[src/sv/cstb_pkg.sv]
// Shared types and character codes for the C comment and literal blanker.
// No dependencies; every other file imports this package.
package cstb_pkg;

  localparam logic [7:0] CH_SLASH  = 8'h2F;
  localparam logic [7:0] CH_STAR   = 8'h2A;
  localparam logic [7:0] CH_HASH   = 8'h23;
  localparam logic [7:0] CH_LF     = 8'h0A;
  localparam logic [7:0] CH_CR     = 8'h0D;
  localparam logic [7:0] CH_SPACE  = 8'h20;
  localparam logic [7:0] CH_TAB    = 8'h09;
  localparam logic [7:0] CH_DQUOTE = 8'h22;
  localparam logic [7:0] CH_SQUOTE = 8'h27;
  localparam logic [7:0] CH_BSLASH = 8'h5C;

  // Most output bytes one input byte can release.
  localparam int unsigned GRP_MAX = 3;

  typedef enum logic [3:0] {
    ST_NORMAL   = 4'd0,
    ST_SLASH    = 4'd1,
    ST_LINE     = 4'd2,
    ST_BLOCK    = 4'd3,
    ST_STAR     = 4'd4,
    ST_DIR      = 4'd5,
    ST_DIR_BS   = 4'd6,
    ST_DIR_BSCR = 4'd7,
    ST_LIT      = 4'd8,
    ST_LIT_BS   = 4'd9
  } scan_state_t;

  typedef struct packed {
    scan_state_t state;
    logic        quote_single;
    logic        line_start;
  } scan_t;

  localparam scan_t SCAN_RESET = '{state: ST_NORMAL, quote_single: 1'b0, line_start: 1'b1};

  // Output bytes released by one input byte; fin marks the last byte as final.
  typedef struct packed {
    logic [GRP_MAX-1:0][7:0] bytes;
    logic [1:0]              cnt;
    logic                    fin;
  } grp_t;

endpackage

[src/sv/cstb_scanner.sv]
// Scanner state and the single-pass step logic for one input byte.
// Depends on cstb_pkg.
module cstb_scanner
  import cstb_pkg::*;
(
  input  logic       clk,
  input  logic       rst_n,
  input  logic [7:0] byte_i,
  input  logic       last_i,
  input  logic       advance_i,
  output grp_t       grp_o,
  output scan_t      scan_o
);

  typedef struct packed {
    scan_t sc;
    grp_t  grp;
  } step_t;

  scan_t scan_r;
  scan_t scan_nxt;
  step_t st;

  function automatic step_t emit(step_t s, logic [7:0] b);
    step_t r;
    r = s;
    if (s.grp.cnt != 2'd3) begin
      r.grp.bytes[s.grp.cnt] = b;
      r.grp.cnt              = s.grp.cnt + 2'd1;
    end
    return r;
  endfunction

  function automatic step_t normal_byte(step_t s, logic [7:0] c);
    step_t r;
    r = s;
    if (c == CH_SLASH) begin
      r.sc.state = ST_SLASH;
    end else if (c == CH_HASH && s.sc.line_start) begin
      r.sc.state = ST_DIR;
      r = emit(r, CH_SPACE);
    end else if (c == CH_DQUOTE || c == CH_SQUOTE) begin
      r.sc.quote_single = (c == CH_SQUOTE);
      r.sc.state        = ST_LIT;
      r = emit(r, CH_SPACE);
    end else begin
      if (c == CH_LF) begin
        r.sc.line_start = 1'b1;
      end else if (c != CH_SPACE && c != CH_TAB) begin
        r.sc.line_start = 1'b0;
      end
      r = emit(r, c);
    end
    return r;
  endfunction

  function automatic step_t dir_byte(step_t s, logic [7:0] c);
    step_t r;
    r = s;
    if (c == CH_BSLASH) begin
      r.sc.state = ST_DIR_BS;
    end else if (c == CH_LF) begin
      r.sc.state      = ST_NORMAL;
      r.sc.line_start = 1'b1;
      r = emit(r, CH_LF);
    end else begin
      r = emit(r, CH_SPACE);
    end
    return r;
  endfunction

  function automatic step_t block_byte(step_t s, logic [7:0] c);
    step_t r;
    r = s;
    if (c == CH_STAR) begin
      r.sc.state = ST_STAR;
    end else begin
      r = emit(r, (c == CH_LF) ? CH_LF : CH_SPACE);
    end
    return r;
  endfunction

  always_comb begin
    logic [7:0] q;
    st     = '0;
    st.sc  = scan_r;
    q      = scan_r.quote_single ? CH_SQUOTE : CH_DQUOTE;
    unique case (scan_r.state)
      ST_NORMAL: st = normal_byte(st, byte_i);
      ST_SLASH: begin
        if (byte_i == CH_SLASH || byte_i == CH_STAR) begin
          st = emit(st, CH_SPACE);
          st = emit(st, CH_SPACE);
          st.sc.state = (byte_i == CH_SLASH) ? ST_LINE : ST_BLOCK;
        end else begin
          st = emit(st, CH_SLASH);
          st.sc.line_start = 1'b0;
          st.sc.state      = ST_NORMAL;
          st = normal_byte(st, byte_i);
        end
      end
      ST_LINE: begin
        if (byte_i == CH_LF) begin
          st.sc.state = ST_NORMAL;
          st = normal_byte(st, byte_i);
        end else begin
          st = emit(st, CH_SPACE);
        end
      end
      ST_BLOCK: st = block_byte(st, byte_i);
      ST_STAR: begin
        if (byte_i == CH_SLASH) begin
          st = emit(st, CH_SPACE);
          st = emit(st, CH_SPACE);
          st.sc.state      = ST_NORMAL;
          st.sc.line_start = 1'b0;
        end else begin
          st = emit(st, CH_SPACE);
          st.sc.state = ST_BLOCK;
          st = block_byte(st, byte_i);
        end
      end
      ST_DIR: st = dir_byte(st, byte_i);
      ST_DIR_BS: begin
        if (byte_i == CH_LF) begin
          st = emit(st, CH_SPACE);
          st = emit(st, CH_LF);
          st.sc.state = ST_DIR;
        end else if (byte_i == CH_CR) begin
          st.sc.state = ST_DIR_BSCR;
        end else begin
          st = emit(st, CH_SPACE);
          st.sc.state = ST_DIR;
          st = dir_byte(st, byte_i);
        end
      end
      ST_DIR_BSCR: begin
        if (byte_i == CH_LF) begin
          st = emit(st, CH_SPACE);
          st = emit(st, CH_CR);
          st = emit(st, CH_LF);
          st.sc.state = ST_DIR;
        end else begin
          st = emit(st, CH_SPACE);
          st = emit(st, CH_SPACE);
          st.sc.state = ST_DIR;
          st = dir_byte(st, byte_i);
        end
      end
      ST_LIT: begin
        if (byte_i == CH_BSLASH) begin
          st.sc.state = ST_LIT_BS;
        end else if (byte_i == q) begin
          st = emit(st, CH_SPACE);
          st.sc.state      = ST_NORMAL;
          st.sc.line_start = 1'b0;
        end else begin
          st = emit(st, (byte_i == CH_LF) ? CH_LF : CH_SPACE);
        end
      end
      ST_LIT_BS: begin
        st = emit(st, CH_SPACE);
        st = emit(st, CH_SPACE);
        st.sc.state = ST_LIT;
      end
      default: begin
        st.sc.state = ST_NORMAL;
        st = normal_byte(st, byte_i);
      end
    endcase

    // flush whatever is held back, mark the final byte, start a fresh text
    if (last_i) begin
      unique case (st.sc.state)
        ST_SLASH:    st = emit(st, CH_SLASH);
        ST_STAR:     st = emit(st, CH_SPACE);
        ST_DIR_BS:   st = emit(st, CH_SPACE);
        ST_DIR_BSCR: begin
          st = emit(st, CH_SPACE);
          st = emit(st, CH_SPACE);
        end
        ST_LIT_BS:   st = emit(st, CH_SPACE);
        default:     st = st;
      endcase
      st.grp.fin = 1'b1;
      st.sc      = SCAN_RESET;
    end
  end

  assign scan_nxt = st.sc;
  assign grp_o    = st.grp;
  assign scan_o   = scan_r;

  always_ff @(posedge clk) begin
    if (!rst_n) begin
      scan_r <= SCAN_RESET;
    end else if (advance_i) begin
      scan_r <= scan_nxt;
    end
  end

endmodule

[src/sv/cstb_out_buf.sv]
// Result register: holds the bytes released by one input byte and sends
// them out one per transfer. Depends on cstb_pkg.
module cstb_out_buf
  import cstb_pkg::*;
(
  input  logic       clk,
  input  logic       rst_n,
  input  logic       load_i,
  input  grp_t       grp_i,
  output logic       can_load_o,
  output logic       out_valid,
  input  logic       out_ready,
  output logic [7:0] out_out_byte,
  output logic       out_final_flag
);

  grp_t       grp_r;
  logic       vld_r;
  logic [1:0] idx_r;
  logic       at_last;
  logic       take;

  assign at_last        = (idx_r == grp_r.cnt - 2'd1);
  assign take           = vld_r && out_ready;
  assign can_load_o     = !vld_r || (take && at_last);
  assign out_valid      = vld_r;
  assign out_out_byte   = grp_r.bytes[idx_r];
  assign out_final_flag = grp_r.fin && at_last;

  always_ff @(posedge clk) begin
    if (!rst_n) begin
      vld_r <= 1'b0;
      idx_r <= 2'd0;
    end else if (load_i) begin
      vld_r <= 1'b1;
      idx_r <= 2'd0;
    end else if (take && at_last) begin
      vld_r <= 1'b0;
    end else if (take) begin
      idx_r <= idx_r + 2'd1;
    end
  end

  always_ff @(posedge clk) begin
    if (load_i) begin
      grp_r <= grp_i;
    end
  end

endmodule

[src/sv/c_comment_string_blanker.sv]
// C comment and literal blanker: takes C source one byte per transfer and
// returns text of the same length, with line and block comments, string and
// character literals, and preprocessor directives that open a line blanked to
// spaces (newlines kept; backslash-newline continuations kept in directives).
// An input byte passes through an input register, then one pass of scanner
// logic, into a result register that holds up to three bytes. A byte whose
// meaning hangs on the next one ('/', a '*' in a block comment, a backslash)
// releases nothing and is flushed later, so a byte may release zero to three
// output bytes. A new byte is taken every cycle while each releases at most
// one byte and out_ready is high; a byte that releases more stalls the input
// side while the result register drains, one output transfer per cycle while
// out_ready is high. The output is exactly as long as the input. An input byte
// reaches the output through the input register and the result register.
// The final byte flushes any held byte, sets out_final_flag on the last output
// byte and returns the scanner to its reset state, so a new text may follow
// at once.
module c_comment_string_blanker
  import cstb_pkg::*;
(
  input  logic       clk,
  input  logic       rst_n,
  input  logic       in_valid,
  output logic       in_ready,
  input  logic [7:0] in_text_byte,
  input  logic       in_end_of_text,
  output logic       out_valid,
  input  logic       out_ready,
  output logic [7:0] out_out_byte,
  output logic       out_final_flag
);

  // input register
  logic       s1_valid_r;
  logic [7:0] s1_byte_r;
  logic       s1_last_r;

  logic       can_load;
  logic       advance;
  logic       load;
  grp_t       grp;
  scan_t      scan;

  // advance the held byte once the result register can take its bytes
  assign advance  = s1_valid_r && can_load;
  // load nothing: items that release no byte update state and vanish
  assign load     = advance && (grp.cnt != 2'd0);
  assign in_ready = !s1_valid_r || can_load;

  always_ff @(posedge clk) begin
    if (!rst_n) begin
      s1_valid_r <= 1'b0;
    end else if (in_ready) begin
      s1_valid_r <= in_valid;
    end
  end

  always_ff @(posedge clk) begin
    if (in_valid && in_ready) begin
      s1_byte_r <= in_text_byte;
      s1_last_r <= in_end_of_text;
    end
  end

  cstb_scanner u_scanner (
    .clk       (clk),
    .rst_n     (rst_n),
    .byte_i    (s1_byte_r),
    .last_i    (s1_last_r),
    .advance_i (advance),
    .grp_o     (grp),
    .scan_o    (scan)
  );

  cstb_out_buf u_out_buf (
    .clk            (clk),
    .rst_n          (rst_n),
    .load_i         (load),
    .grp_i          (grp),
    .can_load_o     (can_load),
    .out_valid      (out_valid),
    .out_ready      (out_ready),
    .out_out_byte   (out_out_byte),
    .out_final_flag (out_final_flag)
  );

  // A final byte always flushes at least one output byte.
  a_last_gives_output: assert property (@(posedge clk) disable iff (!rst_n)
    (advance && s1_last_r) |=> out_valid)
    else $error("final byte released no output");

  // The scanner is back in its reset state after the final byte.
  a_last_resets_scan: assert property (@(posedge clk) disable iff (!rst_n)
    (advance && s1_last_r) |=>
      (scan.state == ST_NORMAL && scan.line_start && !scan.quote_single))
    else $error("scanner not reset after final byte");

  // A transfer in always lands in the input register.
  a_accept_holds: assert property (@(posedge clk) disable iff (!rst_n)
    (in_valid && in_ready) |=> s1_valid_r)
    else $error("accepted byte lost");

endmodule

[config.mk]
export PLATFORM = sky130hd
export DESIGN_NAME = c_comment_string_blanker
export DESIGN_NICKNAME = d
export VERILOG_FILES = /design/src/sv/cstb_pkg.sv /design/src/sv/cstb_scanner.sv /design/src/sv/cstb_out_buf.sv /design/src/sv/c_comment_string_blanker.sv
export SDC_FILE = /design/constraint.sdc
export NUM_CORES = 1
export LEC_CHECK = 0
export ABC_CLOCK_PERIOD_IN_PS = 3100
export BUFFER_PORTS_ARGS = -buffer_cell sky130_fd_sc_hd__buf_2
export CAP_MARGIN = 15
export CELL_PAD_IN_SITES_DETAIL_PLACEMENT = 1
export CELL_PAD_IN_SITES_GLOBAL_PLACEMENT = 1
export CORE_ASPECT_RATIO = 1.4
export CORE_MARGIN = 1.5
export CORE_UTILIZATION = 42
export CTS_CLUSTER_SIZE = 24
export DETAILED_ROUTE_END_ITERATION = 10
export PLACE_DENSITY_LB_ADDON = 0.1
export RECOVER_POWER = 100
export SYNTH_ARGS = -nofsm -noshare
export SYNTH_HDL_FRONTEND = slang
export SYNTH_SLANG_ARGS = --single-unit
export TNS_END_PERCENT = 1
[constraint.sdc]
create_clock -name clk -period 3.1 [get_ports clk]
set_input_delay 0.155 -clock clk [delete_from_list [all_inputs] [get_ports clk]]
set_output_delay 0.155 -clock clk [all_outputs]
set_load 0.005 [all_outputs]
==> results.py <==
metrics = {
    "synth": {
        "synth-edff-count": 31,
        "synth_top_cell_by_area": "edfxtp_1",
        "synth_seq_cells": 41,
        "async_reset_ff_share_pct": 0,
        "synth_area_um2": 2950,
        "synth.yosys.warnings": 0,
        "synth_common_cells": "31 x edfxtp_1, 30 x nand2_1, 18 x a21oi_1",
        "synth.top_cells.by_area": "edfxtp_1 32%, dfxtp_1 6.8%, mux2i_1 4.4%, nand2_1 3.8%, a21oi_1 3.1%",
        "ys_seq_area_share_pct": 38.4,
        "ys_types": 77,
        "synth_cells": 324,
        "synth.most_common_cell": "edfxtp_1",
        "synth_top_area_share_pct": 31.6,
        "ys.flop_type": "edfxtp_1",
        "synth_nets": 337,
        "avgSynthCellArea_um2": 9.10,
    },
    "worst_setup_path": {
        "required_ns": 3.11,
        "cp_cell_sequence": "buf_4 > nor4b_4 > nand3_1 > o2bb2ai_1 > o311ai_2 > o311a_1 > a211o_4 > a31oi_4 > buf_12",
        "cp_slowest_cell": "edfxtp_1",
        "worst-setup-path-type": "flip-flop to flip-flop",
        "startpoint_type": "flip-flop",
        "cp-end-kind": "flip-flop",
        "cpPeakStageDelay_ns": 0.45,
        "crit_fanout": 22,
        "crit_arrival_ns": 3.01,
    },
    "global_route": {
        "grt_usage_pct": 25.7,
        "grt_first_pass_wirelength_um": 14300,
        "overflow": 0,
        "grt_pass1_vias": 2818,
        "antenna_found_initial": 0,
        "grt_max_degree": 23,
    },
    "floorplan": {
        "die_w_um": 73.8,
        "core_area_um2": 6700,
        "row_count": 35,
        "die-height_um": 102,
        "die-area_um2": 7540,
        "ios": 24,
        "start_util_pct": 44.0,
    },
    "timing": {
        "period_needed_ns": 2.99,
        "tightestPinTransition_ns": 0.645,
        "slew_viol_final": 0,
        "fmax_ghz": 0.334,
        "final-setup-viol-count": 0,
        "period_share_pct": 96.5,
        "clock_skew_ns": 0.0105,
        "slew_headroom_pct": 57.0,
        "hold_slack_ns": 0.0176,
        "fin_setup_tns_ns": 0,
        "timing.final.hold_violations": 0,
        "rsz0062_at_grt": "no",
    },
    "layout": {
        "fillers": 808,
        "drive_gt1_share_pct": 22.4,
        "final_util_pct": 52.5,
        "antenna_cells": 0,
        "nets": 391,
        "area_growth_pct": 19.2,
    },
    "detailed_routing": {
        "firstDrtPassIters": 4,
        "num_vias": 2802,
        "routedWlPerCell_um": 19.6,
        "via_per_inst": 5.95,
        "drc": 0,
        "routed_wirelength_um": 9240,
        "initialDrtViolationCount": 111,
        "drtAntennaViolNets": 0,
    },
    "clock_network": {
        "clk_pin_slew_ns": 0.09,
        "clock-sinks": 41,
        "insertion_delay_ns": 0.31,
        "cts_tree": "yes",
        "root_buffer": "clkbuf_8",
        "htree_levels": 2,
        "cts-hold-fix-buffers": 0,
        "cts_buffers": 5,
        "cts_buffer_depth": 2,
    },
    "pwr": {
        "ir_drop_mv": 0.154,
        "p_leak_nw": 1.28,
        "powerDensity_nw_per_um2": 316,
    },
    "worst_hold_path": {
        "min-delay-path-class": "primary input to flip-flop",
    },
    "outcome": {
        "status": "finished, final reports clean",
    },
    "flow_run": {
        "maxCapViolCount": 0,
    },
    "placement": {
        "gp_congestion": 0.994,
        "dp_hpwl_um": 7390,
        "portBuffers": 23,
    },
}
stage by stage:
stage | cell area [µm²] | std cells | setup WS (ns) | power (mW)
2_1_floorplan | 2950 | 324 | 0.0121 | 0.712
3_3_place_gp | 3410 | 460 | 0.0946 | 0.762
3_5_place_dp | 3410 | 460 | 0.0544 | 0.768
4_1_cts | 3500 | 468 | 0.0270 | 1.12
5_1_grt | 3510 | 471 | 0.0112 | 1.16
6_report | 3510 | 471 | 0.108 | 1.11
metal layers:
layer / part of all wire [%] / global-route usage [%] / routed length [µm]
met1: 40 / 29.1 / 3740
met2: 51 / 45.6 / 4730
met3: 3.3 / 3.55 / 301
met4: 5.1 / 14.2 / 475
met5: 0 / 0 / 0
sequential cells by signal, summed over array words and instances, names as in the netlist:
name,count
u_out_buf.out_valid,1
s1_valid_r,1
u_out_buf.idx_r,2
s1_last_r,1
u_scanner.scan_o,6
u_out_buf.grp_r,22
s1_byte_r,8
layout by cell type (no fill, tap or decap), types with 8 or more instances in the layout:
| cell type | instances |
|---|---|
| buf_4 | 37 |
| clkbuf_1 | 15 |
| nor2b_1 | 9 |
| buf_2 | 15 |
| and3_1 | 10 |
| edfxtp_1 | 31 |
| a21oi_1 | 18 |
| nor3_1 | 8 |
| dfxtp_1 | 8 |
| mux2i_1 | 13 |
| nor2_1 | 17 |
| inv_1 | 9 |
| nand2_1 | 30 |
| o21ai_0 | 15 |
| nand3_1 | 16 |
layout make-up:
type / instances / area, µm² / share of cell area, %
Tap cell: 92 / 115 / 3.28
Multi-Input combinational cell: 252 / 1710 / 48.6
Clock inverter: 3 / 17.5 / 0.498
Timing Repair Buffer: 69 / 437 / 12.4
Sequential cell: 41 / 1130 / 32.3
Inverter: 9 / 33.8 / 0.961
Clock buffer: 5 / 68.8 / 1.96
final timing paths:
check	cells after the start	slack (ns)	endpoint	from
max reg2reg	9	0.11	u_out_buf.grp_r[5]	s1_byte_r[6]
max	9	0.11	u_out_buf.grp_r[5]	s1_byte_r[6]
min	1	0.02	s1_last_r	in_end_of_text
min reg2reg	2	0.53	s1_valid_r	s1_valid_r
kinds of logic after synthesis:
logic type / count (synthesis) / share of synthesized area, %
AOI/OAI and AO/OA: 93 / 23.0
xor gates and xnor gates: 5 / 1.49
buffers and inverters: 31 / 4.50
DFF: 41 / 38.4
muxes: 13 / 4.41
other: 1 / 0.127
and+or+nand+nor: 140 / 28.1
power breakdown:
part           leakage [nW]  total (mW)  switching, mW  internal [mW]
clock network        0.0439       0.355          0.200          0.156
registers             0.380       0.632         0.0184          0.614
logic                 0.853       0.125         0.0717         0.0534
total                  1.28        1.11          0.290          0.823
critical path: cells and delay by family, from the launching register on:
family	cells	cell delay, ns
flip-flops	1	0.45
buffers and inverters	2	0.38
AND/OR/NAND/NOR	2	0.52
AO/OA/AOI/OAI	5	1.35
repair_timing:
| action | 4_1_cts | 5_1_grt |
|---|---|---|
| buffers inserted | 0 | 3 |
| setup endpoints to repair | 0 | 26 |
| resized for setup | 0 | 8 |
Note: power is estimated with default switching activity, not from simulation.
